## config.mk

```make
export PLATFORM = sky130hd
export DESIGN_NAME = rgb_breath_led_symbol_encoder_top
export DESIGN_NICKNAME = d
export VERILOG_FILES = /design/src/hw/rtl/rbse_pkg.sv /design/src/hw/rtl/rbse_front.sv /design/src/hw/rtl/rbse_fifo.sv /design/src/hw/rtl/rbse_back.sv /design/src/hw/rtl/rgb_breath_led_symbol_encoder_top.sv
export SDC_FILE = /design/constraint.sdc
export NUM_CORES = 1
export LEC_CHECK = 0
export ABC_AREA = 1
export BUFFER_PORTS_ARGS = -buffer_cell sky130_fd_sc_hd__buf_2
export CAP_MARGIN = 20
export CORE_MARGIN = 2
export CORE_UTILIZATION = 40
export DETAILED_ROUTE_END_ITERATION = 16
export SLEW_MARGIN = 20
export SYNTH_ARGS = -nofsm -noshare
export SYNTH_HDL_FRONTEND = slang
export SYNTH_SLANG_ARGS = --single-unit
```

## constraint.sdc

```tcl
create_clock -name clk -period 5.13 [get_ports clk]
set_clock_uncertainty 0.15 [all_clocks]
set_input_delay 1.026 -clock clk [delete_from_list [all_inputs] [get_ports clk]]
set_output_delay 1.026 -clock clk [all_outputs]
set_load 0.02 [all_outputs]
```

## src/hw/rtl/rbse_pkg.sv

```systemverilog
// Shared types, constants and helper functions for the breathing LED symbol encoder.
// No dependencies; every other file imports this package.
package rbse_pkg;

  localparam int FRAME_SYMBOLS = 24;
  localparam int SYM_IDX_W     = $clog2(FRAME_SYMBOLS);
  localparam logic [SYM_IDX_W-1:0] SYM_LAST = SYM_IDX_W'(FRAME_SYMBOLS - 1);

  localparam int TICK_W  = 16;
  localparam int CHAN_W  = 8;
  localparam int FRAME_W = 3 * CHAN_W;

  // Frame queue between front and back; depth must be a power of two.
  localparam int FIFO_DEPTH = 4;
  localparam int FIFO_AW    = $clog2(FIFO_DEPTH);
  localparam int FIFO_CNT_W = $clog2(FIFO_DEPTH + 1);

  // Configuration register map
  localparam int CFG_IDX_W = 2;
  typedef enum logic [CFG_IDX_W-1:0] {
    CFG_MAX_BRIGHT = 2'd0,
    CFG_ONE_PAT    = 2'd1,
    CFG_ZERO_PAT   = 2'd2
  } cfg_idx_t;

  localparam logic [CHAN_W-1:0] MAX_BRIGHT_RST = 8'd255;
  localparam logic [CHAN_W-1:0] ONE_PAT_RST    = 8'd248;
  localparam logic [CHAN_W-1:0] ZERO_PAT_RST   = 8'd192;

  // Color wheel segment boundaries
  localparam logic [CHAN_W-1:0] WHEEL_SEG1 = 8'd85;
  localparam logic [CHAN_W-1:0] WHEEL_SEG2 = 8'd170;
  localparam logic [CHAN_W+1:0] WHEEL_OFS1 = 10'd255;
  localparam logic [CHAN_W+1:0] WHEEL_OFS2 = 10'd510;

  typedef struct packed {
    logic [CHAN_W-1:0] max_bright;
    logic [CHAN_W-1:0] one_pat;
    logic [CHAN_W-1:0] zero_pat;
  } cfg_regs_t;

  typedef struct packed {
    logic               vld;
    logic [FRAME_W-1:0] bits;
  } frame_req_t;

  // Exact floor(x / 255) for any product of two 8-bit values.
  function automatic logic [CHAN_W-1:0] div255(input logic [2*CHAN_W-1:0] x);
    logic [2*CHAN_W:0] s;
    s = {1'b0, x} + {{(CHAN_W+1){1'b0}}, x[2*CHAN_W-1:CHAN_W]} + 17'd1;
    return s[2*CHAN_W-1:CHAN_W];
  endfunction

endpackage

```

## src/hw/rtl/rbse_front.sv

```systemverilog
// Front end: takes tick requests, builds the envelope and color wheel, and
// produces the 24-bit GRB frame through a four-stage pipeline. Uses rbse_pkg.
module rbse_front (
  input  logic                       clk,
  input  logic                       rst_n,
  input  logic                       in_push,
  output logic                       in_full,
  input  logic [rbse_pkg::TICK_W-1:0] in_tick,
  input  logic [rbse_pkg::CHAN_W-1:0] max_bright,
  input  logic                       credit_ret,
  output rbse_pkg::frame_req_t       frame_o
);
  import rbse_pkg::*;

  logic                  accept;
  logic [FIFO_CNT_W-1:0] credits_r, credits_nxt;

  logic [CHAN_W-1:0] tri_w, phase_w, m_w, r_w, g_w, b_w;
  logic [CHAN_W+1:0] p3_w;

  logic              s1_vld_r, s2_vld_r, s3_vld_r, s4_vld_r;
  logic [CHAN_W-1:0] s1_tri_r, s1_r_r, s1_g_r, s1_b_r;
  logic [2*CHAN_W-1:0] s2_env_prod_r;
  logic [CHAN_W-1:0] s2_r_r, s2_g_r, s2_b_r;
  logic [CHAN_W-1:0] s3_env_r, s3_r_r, s3_g_r, s3_b_r;
  logic [2*CHAN_W-1:0] s4_r_r, s4_g_r, s4_b_r;

  // One credit per free queue slot; a request reserves its slot on entry.
  assign in_full     = !rst_n || (credits_r == '0);
  assign accept      = in_push && !in_full;
  assign credits_nxt = credits_r - FIFO_CNT_W'(accept) + FIFO_CNT_W'(credit_ret);

  always_ff @(posedge clk) begin
    if (!rst_n) begin
      credits_r <= FIFO_CNT_W'(FIFO_DEPTH);
    end else begin
      credits_r <= credits_nxt;
    end
  end

  // Triangle on the low nine bits: the falling half is 511 - t = ~t[7:0].
  assign tri_w   = in_tick[8] ? ~in_tick[7:0] : in_tick[7:0];
  assign phase_w = in_tick[9:2];
  assign p3_w    = {2'b00, phase_w} + {1'b0, phase_w, 1'b0};

  always_comb begin
    m_w = '0;
    r_w = '0;
    g_w = '0;
    b_w = '0;
    priority if (phase_w < WHEEL_SEG1) begin
      m_w = p3_w[CHAN_W-1:0];
      r_w = 8'd255 - m_w;
      g_w = m_w;
    end else if (phase_w < WHEEL_SEG2) begin
      m_w = CHAN_W'(p3_w - WHEEL_OFS1);
      g_w = 8'd255 - m_w;
      b_w = m_w;
    end else begin
      m_w = CHAN_W'(p3_w - WHEEL_OFS2);
      r_w = m_w;
      b_w = 8'd255 - m_w;
    end
  end

  always_ff @(posedge clk) begin
    if (!rst_n) begin
      s1_vld_r <= 1'b0;
      s2_vld_r <= 1'b0;
      s3_vld_r <= 1'b0;
      s4_vld_r <= 1'b0;
    end else begin
      s1_vld_r <= accept;
      s2_vld_r <= s1_vld_r;
      s3_vld_r <= s2_vld_r;
      s4_vld_r <= s3_vld_r;
    end
  end

  always_ff @(posedge clk) begin
    s1_tri_r      <= tri_w;
    s1_r_r        <= r_w;
    s1_g_r        <= g_w;
    s1_b_r        <= b_w;
    s2_env_prod_r <= s1_tri_r * max_bright;
    s2_r_r        <= s1_r_r;
    s2_g_r        <= s1_g_r;
    s2_b_r        <= s1_b_r;
    s3_env_r      <= div255(s2_env_prod_r);
    s3_r_r        <= s2_r_r;
    s3_g_r        <= s2_g_r;
    s3_b_r        <= s2_b_r;
    s4_r_r        <= s3_r_r * s3_env_r;
    s4_g_r        <= s3_g_r * s3_env_r;
    s4_b_r        <= s3_b_r * s3_env_r;
  end

  assign frame_o.vld  = s4_vld_r;
  assign frame_o.bits = {div255(s4_g_r), div255(s4_r_r), div255(s4_b_r)};

endmodule

```

## src/hw/rtl/rbse_fifo.sv

```systemverilog
// Short frame queue between front and back ends. Overflow is prevented by
// the front end's credit count. Uses rbse_pkg.
module rbse_fifo (
  input  logic                         clk,
  input  logic                         rst_n,
  input  rbse_pkg::frame_req_t         frame_i,
  input  logic                         pop,
  output logic                         empty,
  output logic [rbse_pkg::FRAME_W-1:0] rd_data
);
  import rbse_pkg::*;

  logic [FRAME_W-1:0]    mem_r [FIFO_DEPTH];
  logic [FIFO_AW-1:0]    wr_ptr_r, rd_ptr_r;
  logic [FIFO_CNT_W-1:0] count_r, count_nxt;

  assign empty     = (count_r == '0);
  assign rd_data   = mem_r[rd_ptr_r];
  assign count_nxt = count_r + FIFO_CNT_W'(frame_i.vld) - FIFO_CNT_W'(pop);

  always_ff @(posedge clk) begin
    if (!rst_n) begin
      wr_ptr_r <= '0;
      rd_ptr_r <= '0;
      count_r  <= '0;
    end else begin
      count_r <= count_nxt;
      if (frame_i.vld) begin
        wr_ptr_r <= wr_ptr_r + 1'b1;
      end
      if (pop) begin
        rd_ptr_r <= rd_ptr_r + 1'b1;
      end
    end
  end

  always_ff @(posedge clk) begin
    if (frame_i.vld) begin
      mem_r[wr_ptr_r] <= frame_i.bits;
    end
  end

endmodule

```

## src/hw/rtl/rbse_back.sv

```systemverilog
// Back end: shifts a queued frame out MSB first, one link symbol per request.
// Uses rbse_pkg.
module rbse_back (
  input  logic                          clk,
  input  logic                          rst_n,
  input  logic                          fifo_empty,
  input  logic [rbse_pkg::FRAME_W-1:0]  fifo_data,
  output logic                          fifo_pop,
  input  logic [rbse_pkg::CHAN_W-1:0]   one_pat,
  input  logic [rbse_pkg::CHAN_W-1:0]   zero_pat,
  input  logic                          out_pop,
  output logic                          out_empty,
  output logic [rbse_pkg::CHAN_W-1:0]   out_symbol,
  output logic                          out_last
);
  import rbse_pkg::*;

  logic                 busy_r, busy_nxt;
  logic [SYM_IDX_W-1:0] idx_r, idx_nxt;
  logic [FRAME_W-1:0]   bits_r, bits_nxt;
  logic                 take, done, load;

  assign out_empty = !busy_r;
  assign take      = out_pop && busy_r;
  assign done      = take && (idx_r == SYM_LAST);
  assign load      = !fifo_empty && (!busy_r || done);
  assign fifo_pop  = load;

  always_comb begin
    busy_nxt = busy_r;
    idx_nxt  = idx_r;
    bits_nxt = bits_r;
    priority if (load) begin
      busy_nxt = 1'b1;
      idx_nxt  = '0;
      bits_nxt = fifo_data;
    end else if (done) begin
      busy_nxt = 1'b0;
      idx_nxt  = '0;
    end else if (take) begin
      idx_nxt  = idx_r + 1'b1;
      bits_nxt = {bits_r[FRAME_W-2:0], 1'b0};
    end
  end

  always_ff @(posedge clk) begin
    if (!rst_n) begin
      busy_r <= 1'b0;
      idx_r  <= '0;
    end else begin
      busy_r <= busy_nxt;
      idx_r  <= idx_nxt;
    end
  end

  always_ff @(posedge clk) begin
    bits_r <= bits_nxt;
  end

  assign out_symbol = bits_r[FRAME_W-1] ? {1'b0, one_pat[CHAN_W-1:1]}
                                        : {1'b0, zero_pat[CHAN_W-1:1]};
  assign out_last   = busy_r && (idx_r == SYM_LAST);

endmodule

```

## src/hw/rtl/rgb_breath_led_symbol_encoder_top.sv

```systemverilog
// Each frame passes the front-end stages, the frame queue and then the shifter.
// Each tick gives 24 symbols, one per cycle while popped and while frames wait.
// Up to four ticks are taken back to back; the four-entry frame queue sets that.
// Reset (synchronous, rst_n low): queue and shifter empty, registers to defaults.
// Depends on rbse_pkg, rbse_front, rbse_fifo and rbse_back.
module rgb_breath_led_symbol_encoder_top (
  input  logic                           clk,
  input  logic                           rst_n,
  input  logic                           in_push,
  output logic                           in_full,
  input  logic [rbse_pkg::TICK_W-1:0]    in_tick,
  output logic                           out_empty,
  input  logic                           out_pop,
  output logic [rbse_pkg::CHAN_W-1:0]    out_symbol,
  output logic                           out_last,
  input  logic                           cfg_we,
  input  logic [rbse_pkg::CFG_IDX_W-1:0] cfg_index,
  input  logic [rbse_pkg::CHAN_W-1:0]    cfg_data
);
  import rbse_pkg::*;

  cfg_regs_t          cfg_r, cfg_nxt;
  frame_req_t         frame;
  logic               fifo_empty, fifo_pop;
  logic [FRAME_W-1:0] fifo_data;

  always_comb begin
    cfg_nxt = cfg_r;
    if (cfg_we) begin
      unique case (cfg_index)
        CFG_MAX_BRIGHT: cfg_nxt.max_bright = cfg_data;
        CFG_ONE_PAT:    cfg_nxt.one_pat    = cfg_data;
        CFG_ZERO_PAT:   cfg_nxt.zero_pat   = cfg_data;
        default:        cfg_nxt            = cfg_r;
      endcase
    end
  end

  always_ff @(posedge clk) begin
    if (!rst_n) begin
      cfg_r.max_bright <= MAX_BRIGHT_RST;
      cfg_r.one_pat    <= ONE_PAT_RST;
      cfg_r.zero_pat   <= ZERO_PAT_RST;
    end else begin
      cfg_r <= cfg_nxt;
    end
  end

  rbse_front u_front (
    .clk        (clk),
    .rst_n      (rst_n),
    .in_push    (in_push),
    .in_full    (in_full),
    .in_tick    (in_tick),
    .max_bright (cfg_r.max_bright),
    .credit_ret (fifo_pop),
    .frame_o    (frame)
  );

  rbse_fifo u_fifo (
    .clk     (clk),
    .rst_n   (rst_n),
    .frame_i (frame),
    .pop     (fifo_pop),
    .empty   (fifo_empty),
    .rd_data (fifo_data)
  );

  rbse_back u_back (
    .clk        (clk),
    .rst_n      (rst_n),
    .fifo_empty (fifo_empty),
    .fifo_data  (fifo_data),
    .fifo_pop   (fifo_pop),
    .one_pat    (cfg_r.one_pat),
    .zero_pat   (cfg_r.zero_pat),
    .out_pop    (out_pop),
    .out_empty  (out_empty),
    .out_symbol (out_symbol),
    .out_last   (out_last)
  );

endmodule

```

# ---- Yosys cells after proc, flatten, opt, wreduce, memory -nomap -nowiden
# Memories as Yosys holds them, arrays and structs flattened. A register that Yosys moved wholly into a read port is not among the register bits.
# Cells that the tools add are included.
dict set report op_classes {
  n_addsub 21
  mul 4
  n_lt_le_gt_ge 2
  n_eq_ne 4
  mux 16
  n_bitwise 2
  reduce_logical 21
}
# op n
set ops {}
lappend ops {{2-to-1 mux 24 bit} 3}
lappend ops {{adder 16 x 1 -> 16 bit, second input constant} 4}
lappend ops {{adder 16 x 8 -> 16 bit} 4}
lappend ops {{multiplier 8 x 8 -> 16 bit} 4}
lappend ops {{2-to-1 mux 8 bit} 6}
lappend ops {{subtractor 8 bit, first input constant} 3}
lappend ops {{subtractor 8 bit, second input constant} 2}
lappend ops {{adder 8 bit} 1}
lappend ops {{< comparator 8 x 7 -> 1 bit, second input constant} 1}
lappend ops {{< comparator 8 bit, second input constant} 1}
lappend ops {{NOT 8 bit} 1}
lappend ops {{AND reduction 2 bit} 4}
lappend ops {{2-to-1 mux 7 bit} 1}
lappend ops {{adder 3 x 1 -> 3 bit} 2}
lappend ops {{logical NOT 3 bit} 2}
lappend ops {{subtractor 3 x 1 -> 3 bit} 2}
lappend ops {{adder 5 x 1 -> 5 bit, second input constant} 1}
lappend ops {{== test 5 bit, second input constant} 1}
lappend ops {{logical AND 1 bit} 5}
lappend ops {{adder 2 x 1 -> 2 bit, second input constant} 2}
lappend ops {{logical NOT 1 bit} 4}
lappend ops {{2-to-1 mux 1 bit} 4}
lappend ops {{2-to-1 mux 2 bit} 2}
lappend ops {{nonzero test 2 bit} 2}
lappend ops {{7 further kinds} 8}
dict set report totals {
  regBits 220
  ram_bits 96
  input_bits 31
  out_inout_bits 11
  word_cells 100
  memories 1
}
# name words width rd rd_clocked_by_memory_dff write_ports line
set memory_table {}
lappend memory_table {u_fifo.mem_r 4 24 1 1 1 rbse_fifo.sv:13} ;# logic [FRAME_W-1:0] mem_r [FIFO_DEPTH];

# ---- Depth between registers and ports, before layout
dict set report logic_depth {
  word_depth 6
  mapped_depth 20
}

# ---- By module
# A second synthesis with hierarchy kept.
dict set report unflattened {
  cells_unflattened 2526
  area_unflattened_um2 21459.3
}
# mod instances cells_per_inst area_each_um2 seq_area_each_um2
set by_module_without_submodules {}
lappend by_module_without_submodules {rbse_front 1 1908 14716.6 3183.1}
lappend by_module_without_submodules {rbse_fifo 1 334 4296.6 3062.9}
lappend by_module_without_submodules {rbse_back 1 157 1476.4 840.8}
lappend by_module_without_submodules {rgb_breath_led_symbol_encoder_top 1 127 969.7 480.5}

# ---- Worst setup path before layout
# OpenSTA, ideal clock, no wires.
dict set report synth_timing {
  kind {reg2reg}
  from {reg u_front.s3_env_r[2]}
  to {reg u_front.s4_b_r[14]}
  setup_time_ns 0.112
  arrival_time_ns 3.913
  required_ns 4.868
  slack_ns 0.955
  stages_incl_launch_ff 18
  path_buffers 1
  synth_period_minus_slack_ns 4.175
  path_cell_list {dfxtp_1 clkbuf_1 nand2_1 fa_1 fa_1 inv_1 fa_1 inv_1 fa_1 inv_1 ha_1 nand2_1 inv_1 a21oi_1 o21ai_0 nand4_1 nand3_1 nand2_1}
}
dict set report synth_via {
  elab_chain_cells 1
}
# item line
set synth_rtl {}
lappend synth_rtl {{start: declaration} rbse_front.sv:25} ;# logic [CHAN_W-1:0] s3_env_r, s3_r_r, s3_g_r, s3_b_r;
lappend synth_rtl {{start signal: assignment} rbse_front.sv:89} ;# s3_env_r <= div255(s2_env_prod_r);
lappend synth_rtl {{multiplier 8 x 8 -> 16 bit} rbse_front.sv:95} ;# s4_b_r <= s3_b_r * s3_env_r;
lappend synth_rtl {{end signal: assignment} rbse_front.sv:95}
lappend synth_rtl {{end: declaration} rbse_front.sv:26} ;# logic [2*CHAN_W-1:0] s4_r_r, s4_g_r, s4_b_r;
# No other way between the ends.
# A chain may end at the register's enable or synchronous reset.

# ---- Worst setup path after layout
dict set report layout_timing {
  from {reg u_front.s3_env_r[3]}
  to {reg u_front.s4_r_r[14]}
}
dict set report layout_via {
  elab_chain_cells 1
}
# item line
set layout_rtl {}
lappend layout_rtl {{multiplier 8 x 8 -> 16 bit} rbse_front.sv:93} ;# s4_r_r <= s3_r_r * s3_env_r;
lappend layout_rtl {{end signal: assignment} rbse_front.sv:93}
lappend layout_rtl {{end: declaration} rbse_front.sv:26}
# No other way between the ends.

==> run_results.csv <==
group,metric,value,unit
timing,period_needed,4.46,ns
timing,slew-limit-headroom,36.0,%
synth,netlist.area_leader.share,19.3,%
worst_setup_path,critPathMostFrequentCell,"fa_1",
clock_network,cts-buffers-inserted,36,
die,rows,82,
worst_setup_path,reg2reg_from,"u_front.s3_env_r[3]",
global_route,overflow,0,
routing,drc,0,
timing,hold_viol_final,0,
synth,seq_area_frac_synth,37.0,%
final_layout,antenna_cells,0,
worst_hold_path,hold_path_depth,0,
routing,wire_per_inst,12.3,µm
final_layout,layout.nets,2725,
routing,first_iter_violations,709,
synth,synth_edf_count,120,
die,core,50200,µm²
placed_design,dp.final_hpwl,28600,µm
worst_setup_path,worst_path_max_delay_cell,"dfxtp_1",
routing,routed_wirelength,37500,µm
routing,top_layer_used,"met4",
global_route,track_usage,14.8,%
routing,dr.pass1.iters,8,
worst_setup_path,max_stage_delay,0.54,ns
worst_setup_path,crit_type,"reg2reg",
status,outcome,"complete, no violations",
routing,viasPerCell,4.61,
routing,num_vias,14100,
global_route,grt_max_degree,53,
clock_network,clk-insertion-delay-late,0.53,ns
synth,ys_dominant_reg_cell,"dfxtp_1",
worst_setup_path,rrSetupSlack,0.67,ns
synth,synth_top_area_cell,"dfxtp_1",
die,die_area,52600,µm²
global_route,grt_pass1_vias,14400,
timing,holdWs,0.162,ns
clock_network,hold_buffers,0,
synth,netlist_area,20300,µm²
worst_setup_path,crit_fanout,12,
routing,route.met2.wl,17700,µm
synth,synthCells,2340,
synth,ys_warn_count,0,
final_layout,final_util,44.4,%
synth,syn_avg_cell_area,8.68,µm²
global_route,grt_pass1_wl,66000,µm
worst_hold_path,worstHoldStart,"u_front.s1_g_r[7]",
timing,setup_tns,0,ns
die,die_w,229,µm
clock_network,cts_root_buf,"clkbuf_16",
synth,synth.distinct_cells,44,
timing,max_clock_freq,224,MHz
clock_network,cts.htree.levels,2,
clock_network,cts_tree,"built",
synth,synth_async_sr_flop_share,0,%
final_layout,syn_to_final_growth,9.59,%
synth,synth_area_leaders,"dfxtp_1, edfxtp_1, fa_1",
clock_network,cts_sinks,316,
timing,worstMarginPinSlew,0.959,ns
worst_hold_path,min_to,"u_front.s2_g_r[7]",
timing,fin_ws,0.670,ns
routing,drt-met1-wl,17800,µm
clock_network,post_cts_buffers,0,
placed_design,pre_cts_ws,0.673,ns
timing,fin_crit_sh,86.9,%
worst_setup_path,rr_worst_depth,17,
clock_network,clk_pin_slew_worst_paths,0.06,ns
global_route,grt_antenna_before_repair,0,
die,initial_core_util,40.5,%
die,die_h,229,µm
job,max_cap_viol_count,0,
placed_design,io_buffers,34,
placed_design,gp_congestion,0.808,
worst_hold_path,hold_class,"reg2reg",
routing,met3_length,1210,µm
timing,finalSetupViolCount,0,
worst_setup_path,critPathRequiredTime,5.39,ns
timing,maxSlewViolCount,0,
timing,grt_setup_unrepaired,"false",
die,io_pins,42,
clock_network,cts_resized,0,
worst_setup_path,cp-start-kind,"flip-flop",
worst_setup_path,path_cells,"buf_4 -> nand2_1 -> inv_1 -> fa_1 -> fa_1 -> fa_1 -> inv_1 -> fa_1 -> inv_1 -> ha_1 -> a21oi_1 -> o21ai_0 -> a21oi_1 -> nor2_1 -> nand3_1 -> nand2_1 -> xor2_1",
routing,ant_nets,0,
worst_setup_path,arrival,4.72,ns
final_layout,drive_above_1_share,5.77,%
worst_setup_path,cp-end-kind,"flip-flop",
clock_network,cts_buffer_depth,3,
synth,synth-seq-cells,316,
synth,syn_nets,2715,
worst_setup_path,timing.rr.end,"u_front.s4_r_r[14]",
==> final cells by class <==
cell class                 instances  area (µm²)
fill                            4791       27900
multi-input combinational       1429       10500
sequential                       316        7530
inverter                         508        1910
clock buffer                      44         941
tap                              672         841
timing repair buffer              59         370
clock inverter                    18         181
==> Yosys cell counts (7+ instances only) <==
cell type and instances:
o21ai_0 95, o21a_1 7, clkbuf_1 62, fa_1 147, inv_1 502, xnor2_1 26, nand2_1 453, nand3_1 55
or2_2 7, a21oi_1 90, nor3_1 12, nor2_1 204, nand4_1 12, ha_1 197, edfxtp_1 120, xor2_1 57
clkbuf_2 10, o21ai_1 7, a31oi_1 23, dfxtp_1 196
==> registers in the layout, summed over array words and instances (netlist names), 16 cells and up, named ones only <==
| name | flops |
|---|---|
| u_back.bits_r | 24 |
| cfg_r | 22 |
| u_fifo.mem_r | 96 |
| u_front.s4_b_r | 16 |
| u_front.s4_g_r | 16 |
| u_front.s2_env_prod_r | 16 |
| u_front.s4_r_r | 16 |
==> layer usage <==
metal	up-vias	track usage, %
met5	-	0
met4	0	4.59
met3	58	2.00
met2	181	25.7
met1	6627	19.2
li1	7191	-
==> worst max-delay path, delay by kind of cell (launching register included) <==
family / cells / cell delay, ns
adders and majority gates: 5 / 2.26
DFF: 1 / 0.54
xor gates and xnor gates: 1 / 0.14
and+or+nand+nor: 4 / 0.29
AOI/OAI and AO/OA: 3 / 0.49
buffers and inverters: 4 / 0.45
==> placed cells by master, fill, tap and decap left out, types with 3 or more instances in the layout <==
cell type	n
a21o_1	5
a21oi_1	90
a31oi_1	23
buf_2	34
buf_4	24
clkbuf_1	7
clkbuf_16	36
clkinv_1	4
clkinv_2	4
dfxtp_1	196
edfxtp_1	120
fa_1	147
ha_1	197
inv_1	502
inv_2	5
inv_6	3
nand2_1	453
nand3_1	55
nand4_1	12
nor2_1	204
nor2_2	5
nor3_1	12
o21a_1	7
o21ai_0	95
o21ai_1	7
o22ai_1	4
o31ai_1	4
or2_2	7
xnor2_1	26
xor2_1	57
==> through the flow <==
| step | instance area (µm²) | instances |
|---|---|---|
| floorplan | 20300 | 2340 |
| global placement | 21100 | 2984 |
| detailed placement | 21100 | 2984 |
| CTS | 22300 | 3046 |
| global route | 22300 | 3046 |
| finish | 22300 | 3046 |
==> worst max path at each step <==
stage,start,endpoint,slack (ns),depth (start not counted)
CTS,cfg_r[22],u_front.s2_env_prod_r[12],0.66,15
finish,u_front.s3_env_r[3],u_front.s4_r_r[14],0.67,17
detailed placement,u_front.s1_tri_r[0],u_front.s2_env_prod_r[12],0.67,15
global route,u_front.s3_env_r[6],u_front.s4_g_r[12],0.39,17
floorplan,u_front.s3_env_r[2],u_front.s4_b_r[14],0.95,17
global placement,u_front.s3_env_r[6],u_front.s4_g_r[14],0.73,16
==> cell families (layout without fill, tap and decap cells) <==
logic type               count (synthesis)  count (layout)  share of synthesized area (%)
AND/OR/NAND/NOR                        758             758                           14.9
buffers and inverters                  595             629                           11.3
adder cells (fa/ha/maj)                344             344                           26.6
flip-flops                             316             316                           37.0
AO/OA/AOI/OAI                          242             242                           6.45
XOR/XNOR                                84              84                           3.66
other                                    1               1                         0.0185
Power is left out: the tool's default activity adds up to more than one toggle a clock period on the data nets, which glitch-free logic cannot reach.
